<file path="src/sv/rfr_pkg.sv">
`default_nettype none
package rfr_pkg;

    localparam int unsigned MAX_FRAME_LEN = 128;
    localparam int unsigned NDATA         = 19;
    localparam int unsigned IDX_W         = 5;

    localparam logic [7:0] HDR_FIRST     = 8'h5A;
    localparam logic [7:0] HDR_SECOND    = 8'hA5;
    localparam logic [7:0] MIN_LEN       = 8'd4;
    localparam logic [7:0] MAX_LEN       = 8'(MAX_FRAME_LEN);
    localparam logic [7:0] TYPE1_MIN_LEN = 8'd23;
    localparam logic [7:0] TYPE_FIELDS   = 8'd1;
    localparam logic [7:0] POS_TYPE      = 8'd3;
    localparam logic [7:0] POS_DATA      = 8'd4;
    localparam logic [7:0] POS_DATA_END  = 8'(4 + NDATA);

    localparam logic [IDX_W-1:0] IDX_ANALOG  = 5'd8;
    localparam logic [IDX_W-1:0] IDX_SWITCH  = 5'd11;
    localparam logic [IDX_W-1:0] IDX_COMMAND = 5'd17;
    localparam logic [IDX_W-1:0] IDX_LAST    = 5'(NDATA - 1);

    localparam logic [2:0] STATUS_FIELD   = 3'd0;
    localparam logic [2:0] STATUS_OTHER   = 3'd1;
    localparam logic [2:0] STATUS_XOR_ERR = 3'd2;
    localparam logic [2:0] STATUS_SUM_ERR = 3'd3;
    localparam logic [2:0] STATUS_BAD_LEN = 3'd4;

    localparam int unsigned HORN_BIT = 5;

    // floor(x / 255) for any 16-bit x whose quotient fits in 8 bits (x below 65280)
    function automatic logic [7:0] div255(input logic [15:0] x);
        logic [16:0] t;
        t = {1'b0, x} + {9'd0, x[15:8]} + 17'd1;
        return t[15:8];
    endfunction

    // floor(d * 255 / 250) = d + floor(d / 50), held at 255
    function automatic logic [7:0] analog_scale(input logic [7:0] d);
        logic [18:0] p;
        logic [8:0]  s;
        p = {11'd0, d} * 19'd1311;
        s = {1'b0, d} + {6'd0, p[18:16]};
        return s[8] ? 8'hFF : s[7:0];
    endfunction

endpackage
`default_nettype wire

</file>
<file path="src/sv/remote_frame_receiver_core.sv">
`default_nettype none
// Remote frame receiver.
// s_* channel: one received byte per transfer (s_tdata[7:0] = rx_byte).
// m_* channel: result items. Each frame gives one result, or nineteen field
//   results for a good frame of type 1; m_tlast marks the last of a frame.
// cfg_* channel: write of stick_full_scale; always ready, write only while idle.
// Frame bytes are parsed one per cycle: the block takes a byte every cycle
//   while it parses, as long as the output register is free or being drained.
// An error or other-type result shows on m_* in the cycle after the byte that ends
//   the frame. For a type-1 frame the payload sits in a 19-entry payload RAM
//   with registered read; each field goes through RAM read, scale multiply and
//   output load in turn, one field at a time, the load waiting for a free output
//   register; input is held off during the burst.
// When m_tready is low the finished result holds in the output register and
//   s_tready stays low until that result is taken; no byte is taken while a
//   result waits.
// Reset returns the parser to the header hunt, empties the output register and
//   sets stick_full_scale to 255. The payload RAM is not cleared; every entry
//   is written by a type-1 frame before it is read.
module remote_frame_receiver_core (
    input  wire logic        clk,
    input  wire logic        rst_n,
    input  wire logic        s_tvalid,
    output logic             s_tready,
    input  wire logic [7:0]  s_tdata,   // [7:0] rx_byte
    output logic             m_tvalid,
    input  wire logic        m_tready,
    output logic [15:0]      m_tdata,   // [7:0] field_value, [8] horn_on, rest zero
    output logic [15:0]      m_tuser,   // [2:0] status, [10:3] frame_type, [15:11] field_index
    output logic             m_tlast,   // last
    input  wire logic        cfg_valid,
    output logic             cfg_ready,
    input  wire logic [7:0]  cfg_data   // stick_full_scale
);
    import rfr_pkg::*;

    // Parser and burst sequencer states
    localparam logic [3:0] ST_HUNT1 = 4'd0;
    localparam logic [3:0] ST_HUNT2 = 4'd1;
    localparam logic [3:0] ST_LEN   = 4'd2;
    localparam logic [3:0] ST_BODY  = 4'd3;
    localparam logic [3:0] ST_XOR   = 4'd4;
    localparam logic [3:0] ST_SUM   = 4'd5;
    localparam logic [3:0] ST_RD    = 4'd6;
    localparam logic [3:0] ST_CALC  = 4'd7;
    localparam logic [3:0] ST_OUT   = 4'd8;

    logic [3:0]       state_reg, state_next;
    logic [7:0]       len_reg, len_next;
    logic [7:0]       pos_reg, pos_next;
    logic [7:0]       xor_reg, xor_next;
    logic [7:0]       sum_reg, sum_next;
    logic [7:0]       kind_reg, kind_next;
    logic [7:0]       fs_reg;
    logic [IDX_W-1:0] idx_reg, idx_next;

    // Payload RAM and read/scale pipeline
    logic [7:0]       payload_mem [NDATA];
    logic [7:0]       rdata_reg;
    logic [7:0]       data_reg;
    logic [15:0]      prod_reg;
    logic             mem_we;
    logic [IDX_W-1:0] mem_waddr;
    logic [7:0]       pos_inc;

    // Output register
    logic             out_valid_reg;
    logic [2:0]       status_reg;
    logic [7:0]       type_reg;
    logic [IDX_W-1:0] findex_reg;
    logic [7:0]       fvalue_reg;
    logic             horn_reg;
    logic             last_reg;

    logic             out_free;
    logic             in_xfer;
    logic             out_load;
    logic [2:0]       ld_status;
    logic [7:0]       ld_type;
    logic [IDX_W-1:0] ld_index;
    logic [7:0]       ld_value;
    logic             ld_horn;
    logic             ld_last;
    logic [7:0]       b;

    assign b         = s_tdata;
    assign out_free  = !out_valid_reg || m_tready;
    assign s_tready  = (state_reg <= ST_SUM) && out_free;
    assign in_xfer   = s_tvalid && s_tready;
    assign cfg_ready = 1'b1;
    assign pos_inc   = pos_reg + 8'd1;

    assign m_tvalid = out_valid_reg;
    assign m_tdata  = {7'd0, horn_reg, fvalue_reg};
    assign m_tuser  = {findex_reg, type_reg, status_reg};
    assign m_tlast  = last_reg;

    // Store data bytes d0..d18 as they stream past
    assign mem_we    = in_xfer && (state_reg == ST_BODY)
                       && (pos_reg >= POS_DATA) && (pos_reg < POS_DATA_END);
    assign mem_waddr = IDX_W'(pos_reg - POS_DATA);

    always_comb
    begin
        state_next = state_reg;
        len_next   = len_reg;
        pos_next   = pos_reg;
        xor_next   = xor_reg;
        sum_next   = sum_reg;
        kind_next  = kind_reg;
        idx_next   = idx_reg;
        out_load   = 1'b0;
        ld_status  = STATUS_FIELD;
        ld_type    = 8'd0;
        ld_index   = '0;
        ld_value   = 8'd0;
        ld_horn    = 1'b0;
        ld_last    = 1'b1;

        case (state_reg)
            ST_HUNT1:
            begin
                if (in_xfer && b == HDR_FIRST)
                    state_next = ST_HUNT2;
            end
            ST_HUNT2:
            begin
                if (in_xfer)
                begin
                    if (b == HDR_SECOND)
                        state_next = ST_LEN;
                    else if (b != HDR_FIRST)
                        state_next = ST_HUNT1;
                end
            end
            ST_LEN:
            begin
                if (in_xfer)
                begin
                    if (b < MIN_LEN || b > MAX_LEN)
                    begin
                        out_load   = 1'b1;
                        ld_status  = STATUS_BAD_LEN;
                        state_next = ST_HUNT1;
                    end
                    else
                    begin
                        len_next   = b;
                        xor_next   = b;
                        sum_next   = b;
                        pos_next   = POS_TYPE;
                        state_next = ST_BODY;
                    end
                end
            end
            ST_BODY:
            begin
                if (in_xfer)
                begin
                    if (pos_reg == POS_TYPE)
                        kind_next = b;
                    if (pos_reg == POS_TYPE && b == TYPE_FIELDS && len_reg < TYPE1_MIN_LEN)
                    begin
                        out_load   = 1'b1;
                        ld_status  = STATUS_BAD_LEN;
                        state_next = ST_HUNT1;
                    end
                    else
                    begin
                        xor_next = xor_reg ^ b;
                        sum_next = sum_reg + b;
                        pos_next = pos_inc;
                        if (pos_inc >= len_reg)
                            state_next = ST_XOR;
                    end
                end
            end
            ST_XOR:
            begin
                if (in_xfer)
                begin
                    if (b != xor_reg)
                    begin
                        out_load   = 1'b1;
                        ld_status  = STATUS_XOR_ERR;
                        state_next = ST_HUNT1;
                    end
                    else
                        state_next = ST_SUM;
                end
            end
            ST_SUM:
            begin
                if (in_xfer)
                begin
                    if (b != sum_reg)
                    begin
                        out_load   = 1'b1;
                        ld_status  = STATUS_SUM_ERR;
                        state_next = ST_HUNT1;
                    end
                    else if (kind_reg != TYPE_FIELDS)
                    begin
                        out_load   = 1'b1;
                        ld_status  = STATUS_OTHER;
                        ld_type    = kind_reg;
                        state_next = ST_HUNT1;
                    end
                    else
                    begin
                        idx_next   = '0;
                        state_next = ST_RD;
                    end
                end
            end
            ST_RD:
                state_next = ST_CALC;
            ST_CALC:
                state_next = ST_OUT;
            ST_OUT:
            begin
                if (out_free)
                begin
                    out_load  = 1'b1;
                    ld_status = STATUS_FIELD;
                    ld_type   = TYPE_FIELDS;
                    ld_index  = idx_reg;
                    if (idx_reg < IDX_ANALOG)
                        ld_value = div255(prod_reg);
                    else if (idx_reg < IDX_SWITCH)
                        ld_value = analog_scale(data_reg);
                    else
                        ld_value = data_reg;
                    ld_horn = (idx_reg == IDX_COMMAND) ? data_reg[HORN_BIT] : 1'b0;
                    ld_last = (idx_reg == IDX_LAST);
                    if (idx_reg == IDX_LAST)
                        state_next = ST_HUNT1;
                    else
                    begin
                        idx_next   = idx_reg + IDX_W'(1);
                        state_next = ST_RD;
                    end
                end
            end
            default:
                state_next = ST_HUNT1;
        endcase
    end

    // Control state
    always_ff @(posedge clk or negedge rst_n)
    begin
        if (!rst_n)
        begin
            state_reg     <= ST_HUNT1;
            len_reg       <= 8'd0;
            pos_reg       <= 8'd0;
            xor_reg       <= 8'd0;
            sum_reg       <= 8'd0;
            kind_reg      <= 8'd0;
            idx_reg       <= '0;
            fs_reg        <= 8'hFF;
            out_valid_reg <= 1'b0;
        end
        else
        begin
            state_reg <= state_next;
            len_reg   <= len_next;
            pos_reg   <= pos_next;
            xor_reg   <= xor_next;
            sum_reg   <= sum_next;
            kind_reg  <= kind_next;
            idx_reg   <= idx_next;
            if (cfg_valid && cfg_ready)
                fs_reg <= cfg_data;
            if (out_load)
                out_valid_reg <= 1'b1;
            else if (m_tready)
                out_valid_reg <= 1'b0;
        end
    end

    // Payload RAM: one write port from the parser, one registered read port
    always_ff @(posedge clk)
    begin
        if (mem_we)
            payload_mem[mem_waddr] <= b;
        if (state_reg == ST_RD)
            rdata_reg <= payload_mem[idx_reg];
    end

    // Scale stage: register the stick product before the divide-by-255 fixup
    always_ff @(posedge clk)
    begin
        if (state_reg == ST_CALC)
        begin
            data_reg <= rdata_reg;
            prod_reg <= 16'(rdata_reg) * 16'(fs_reg);
        end
    end

    // Output payload register
    always_ff @(posedge clk)
    begin
        if (out_load)
        begin
            status_reg <= ld_status;
            type_reg   <= ld_type;
            findex_reg <= ld_index;
            fvalue_reg <= ld_value;
            horn_reg   <= ld_horn;
            last_reg   <= ld_last;
        end
    end

endmodule
`default_nettype wire

</file>
<file path="config.mk">
export PLATFORM = sky130hd
export DESIGN_NAME = remote_frame_receiver_core
export DESIGN_NICKNAME = d
export VERILOG_FILES = /design/src/sv/rfr_pkg.sv /design/src/sv/remote_frame_receiver_core.sv
export SDC_FILE = /design/constraint.sdc
export NUM_CORES = 1
export LEC_CHECK = 0
export ABC_AREA = 0
export BUFFER_PORTS_ARGS = -buffer_cell sky130_fd_sc_hd__buf_2
export CORE_AREA = 5 5 187 153
export CTS_BUF_LIST = sky130_fd_sc_hd__clkbuf_8
export CTS_CLUSTER_SIZE = 8
export DETAILED_ROUTE_END_ITERATION = 7
export DIE_AREA = 0 0 192 158
export GPL_ROUTABILITY_DRIVEN = 0
export PLACE_DENSITY = 0.77
export SYNTH_ARGS = -nofsm -noshare
export SYNTH_HDL_FRONTEND = slang
export SYNTH_SLANG_ARGS = --single-unit
export TNS_END_PERCENT = 20
</file>
<file path="constraint.sdc">
create_clock -name clk -period 16.1 [get_ports clk]
set_clock_uncertainty 0.15 [all_clocks]
set_input_delay 3.22 -clock clk [delete_from_list [all_inputs] [get_ports clk]]
set_output_delay 3.22 -clock clk [all_outputs]
set_load 0.03 [all_outputs]
</file>
; ---- Yosys cells after proc, flatten, opt, wreduce, memory -nomap -nowiden
; Memories as Yosys holds them, arrays and structs flattened. A register that Yosys moved wholly into a read port is not among the register bits.
; Index checks and enable logic that the tools add are counted.
[classes]
addsub = 7
n_mul = 2
order_cmp = 9
eq_ne = 32
mux = 69
bitwise = 2
reduce_logical = 22
[op_table]
columns = cell, count
row1 = 8-bit 2-to-1 mux, 16
row2 = 8-bit case mux with 2 select lines, 4
row3 = 4-bit 2-to-1 mux, 11
row4 = 4-bit case mux with 9 select lines, 1
row5 = 5-bit 2-to-1 mux, 5
row6 = 3-bit 2-to-1 mux, 8
row7 = 2-bit != test (second input constant), 12
row8 = 8-bit by 11-bit multiplier with 19-bit output (second input constant), 1
row9 = 16-bit by 1-bit adder with 16-bit output (second input constant), 1
row10 = 16-bit by 8-bit adder with 16-bit output, 1
row11 = 4-bit by 3-bit equality test with 1-bit output (second input constant), 4
row12 = 8-bit by 5-bit less-than comparator with 1-bit output (second input constant), 2
row13 = 8-bit by 8-bit multiplier with 16-bit output, 1
row14 = 1-bit 2-to-1 mux, 16
row15 = 8-bit != test, 2
row16 = 3-bit case mux with 4 select lines, 1
row17 = 5-bit equality test (second input constant), 2
row18 = 5-bit by 4-bit less-than comparator with 1-bit output (second input constant), 2
row19 = 2-bit 2-to-1 mux, 5
row20 = 5-bit case mux with 2 select lines, 1
row21 = 8-bit by 3-bit adder with 9-bit output, 1
row22 = 3-bit AND reduction, 3
row23 = 9-bit AND reduction, 1
row24 = 8-bit by 1-bit adder with 8-bit output (second input constant), 1
row25 = other kinds (30), 41
[word_totals]
ff_bits = 108
ramBits = 152
in_bits = 21
out_inout_bits = 36
elab_cells = 161
n_memories = 1
[mem_list]
columns = memory, depth, width, read_ports, rd_clocked_by_memory_dff, wr, line_no
row1 = payload_mem, 19, 8, 1, 1, 1, remote_frame_receiver_core.sv:58  ; logic [7:0] payload_mem [NDATA];

; ---- Longest topological paths before layout
[depth]
ltp_word = 9
mapped_depth = 23
mapped_depth_nobuf = 23

; ---- Worst setup path after synthesis
; OpenSTA, ideal clock, no wires.
[synth_path]
path_kind = input-to-output
from = input port m_tready
to = output port s_tready
arrival_ns = 4.156
required_time_ns = 12.730
slack_ns = 8.574
path_stages = 2
n_path_buf = 0
cell_sequence = nor2b_1 -> a211oi_1
[synth_between]
elab_chain_len = 2
[synth_rtl]
columns = element, line_no
row1 = "start, declared", remote_frame_receiver_core.sv:27  ; input wire logic m_tready,
row2 = 1-bit logical OR, remote_frame_receiver_core.sv:87  ; assign out_free = !out_valid_reg || m_tready;
row3 = 1-bit logical AND, remote_frame_receiver_core.sv:88  ; assign s_tready = (state_reg <= ST_SUM) && out_free;
row4 = "end, declared", remote_frame_receiver_core.sv:24  ; output logic s_tready,
; Every way passes these cells.

; ---- Worst setup path in the final report
; Same ends and word-level chain as after synthesis.

==> results.cfg <==
[worst_setup_path]
cp.required_ns = 12.73
cp_cell_sequence = buf_2 > nor2b_1 > a211oi_1 > buf_2
crit_top_cell = buf_2
slowest_delay_ns = 0.43
worstSetupPathType = input port to primary output
cp-end-kind = primary output
cpMaxStageDelayCell = nor2b_1
path_max_fanout = 4
arrival_ns = 4.11
r2r_end = fvalue_reg[6]
ff2ff_path_depth = 21
regToRegSetupSlack_ns = 9.60
r2r-start = data_reg[5]
start_kind = input port

[floorplan]
ios = 57
rows = 54
die_y_um = 158
fp.dieW_um = 192
core_mm2 = 0.0267
dieArea_mm2 = 0.0303
start_util = 0.584

[finish]
layout.nets = 1474
fin_util = 0.634
drive_gt1_frac = 0.160
num_antenna_cells = 0
largest_reg_flops = 152
syn_to_final_growth_pct = 8.62
fin_cells = 1676

[synthesis]
seq_area_frac_synth = 0.499
synth_common_cells = edfxtp_1, ha_1, inv_1, nand2_1, nor2_1
syn-mean-instance-area_um2 = 12.7
syn_area_mm2 = 0.0156
yosysWarnings = 0
async_flop_share = 0.216
yosys.area.top_type = edfxtp_1
synth_seq_cells = 268
synth_flop_cell = edfxtp_1
synth_edf_count = 210
ys_types = 67
synth.top_cells.by_area = edfxtp_1, ha_1, dfrtp_1, fa_1, mux4_2
synth_top_area_frac = 0.405
netlist_instances = 1227
yosys.cell_count.top_type = edfxtp_1

[clock_network]
cts_hold_buf = 0
numCtsBuffers = 44
cts_tree = yes
clock_path_buffers = 3
cts.htree.levels = 2
cts_setup_buffers = 0
clock_latency_ns = 0.59
post_cts_resized = 0
root_buffer = clkbuf_8
cts.reportedPaths.clkPinSlew_ns = 0.06
cts_sinks = 268

[power]
p_clk_frac = 0.348
switching_share = 0.277
p_seq_frac = 0.474
leakage_uw = 0.00682
pwr-share-comb = 0.178
switchingPower_uw = 464
finalPower_uw = 1670
ir_worst_vdd_v = 0.0000813
power.density_mw_per_mm2 = 99.0
internal_power_uw = 1210

[sta]
rsz0062_at_grt = no
period_needed_ns = 7.48
tns_ns = 0
fmax_mhz = 134
hold_viol = 0
timing.final.ws_setup_ns = 8.62
slew_viol_final = 0
tightest_slew_ns = 1.19
setup_viol = 0
fin_crit_sh = 0.465
max_slew_margin = 0.206

[outcome]
status = complete, no violations

[grt]
overflow = 0
grt_max_degree = 59
grt_pass1_wl_um = 50400
grt_util_all_layers = 0.211
antenna_found_initial = 0
grt_pass1_vias = 9689

[flow_run]
drv_cap = 0

[detailed_routing]
drt_iter0_markers = 734
drc = 0
vias = 9685
wirelength_um = 31200
post_drt_via_cell_ratio = 5.78
wl_per_cell_um = 18.6
detail-route-antenna-nets = 0
first_pass_iters = 6

[min_path]
hp-start = sum_reg[6]
hp-class = flip-flop to flip-flop
whs_path_depth = 2
min_to = sum_reg[6]

[placement]
port_buffers = 48
pre_cts_ws_ns = 8.62
post-place-cells = 1595
dp_hpwl_um = 21700
[area by class of cell]
cell class | count | area (um2)
clock inverter | 30 | 181
multi-input combinational | 790 | 7090
sequential | 268 | 7770
fill | 2020 | 9770
timing repair buffer | 52 | 270
inverter | 121 | 454
clock buffer | 51 | 702
tap | 364 | 455
[layout by cell type, fill, tap and decap left out, types with 8 or more instances in the layout]
master    netlist  layout
nand3_1        35      35
dfrtp_1        50      48
a21oi_1        48      48
ha_1          121     121
clkbuf_8        0      51
xnor2_1        27      27
fa_1           55      55
buf_2          17      48
dfstp_2         8       8
nand4_1        14      14
mux2_2         33      33
conb_1          2       8
and3_1          8       8
xor2_1         14      14
mux4_2         40      40
edfxtp_1      210     210
a31oi_1        10      10
o21ai_0        43      43
nor2_1         63      63
nor3_1         12      12
nand2_1        87      87
and2_1         44      44
a21o_1         11      11
mux2i_1        11      11
inv_1         121     143
[worst max-delay path by stage]
stage / start / endpoint / slack [ns] / depth (start not counted)
after floorplan: m_tready / s_tready / 8.57 / 2
after global placement: m_tready / s_tready / 8.63 / 4
after detailed placement: m_tready / s_tready / 8.62 / 4
after CTS: m_tready / s_tready / 8.62 / 4
after global routing: m_tready / s_tready / 8.54 / 4
final: m_tready / s_tready / 8.62 / 4
[power groups by stage]
stage	Sequential [uW]	Clock [uW]	Combinational [uW]
after floorplan	797	0	240
after global placement	806	0	286
after detailed placement	806	0	296
after CTS	793	594	298
after global routing	795	629	341
final	794	583	298
[per-stage QoR]
step	instance area (um2)	hold slack [ns]
4_1_cts	16900	0.357
5_1_grt	16900	0.390
3_5_place_dp	16000	0.344
6_report	16900	0.356
2_1_floorplan	15600	0.274
3_3_place_gp	16000	0.328
[logic make-up (layout without fill, tap and decap cells)]
family / count (synthesis) / count (layout) / share of synthesized area
AO/OA/AOI/OAI: 170 / 170 / 0.0717
multiplexers: 84 / 84 / 0.0887
AND/OR/NAND/NOR: 311 / 311 / 0.102
buffers and inverters: 175 / 254 / 0.0479
flip-flops: 268 / 268 / 0.499
other: 2 / 8 / 0.000482
XOR/XNOR: 41 / 41 / 0.0231
adder cells (fa/ha/maj): 176 / 176 / 0.168
[layer usage]
| layer | track usage | up-vias | wire length (um) |
|---|---|---|---|
| li1 | - | 4516 | - |
| met1 | 0.293 | 4790 | 13300 |
| met2 | 0.351 | 339 | 15300 |
| met3 | 0.0370 | 40 | 2210 |
| met4 | 0.0513 | 0 | 399 |
| met5 | 0 | - | 0 |
[critical path: cells and delay by family]
family	cells	cell delay (ns)
simple gates	1	0.43
compound gates	1	0.13
buf+inv	2	0.32
Power figures use the tool's default switching activity.
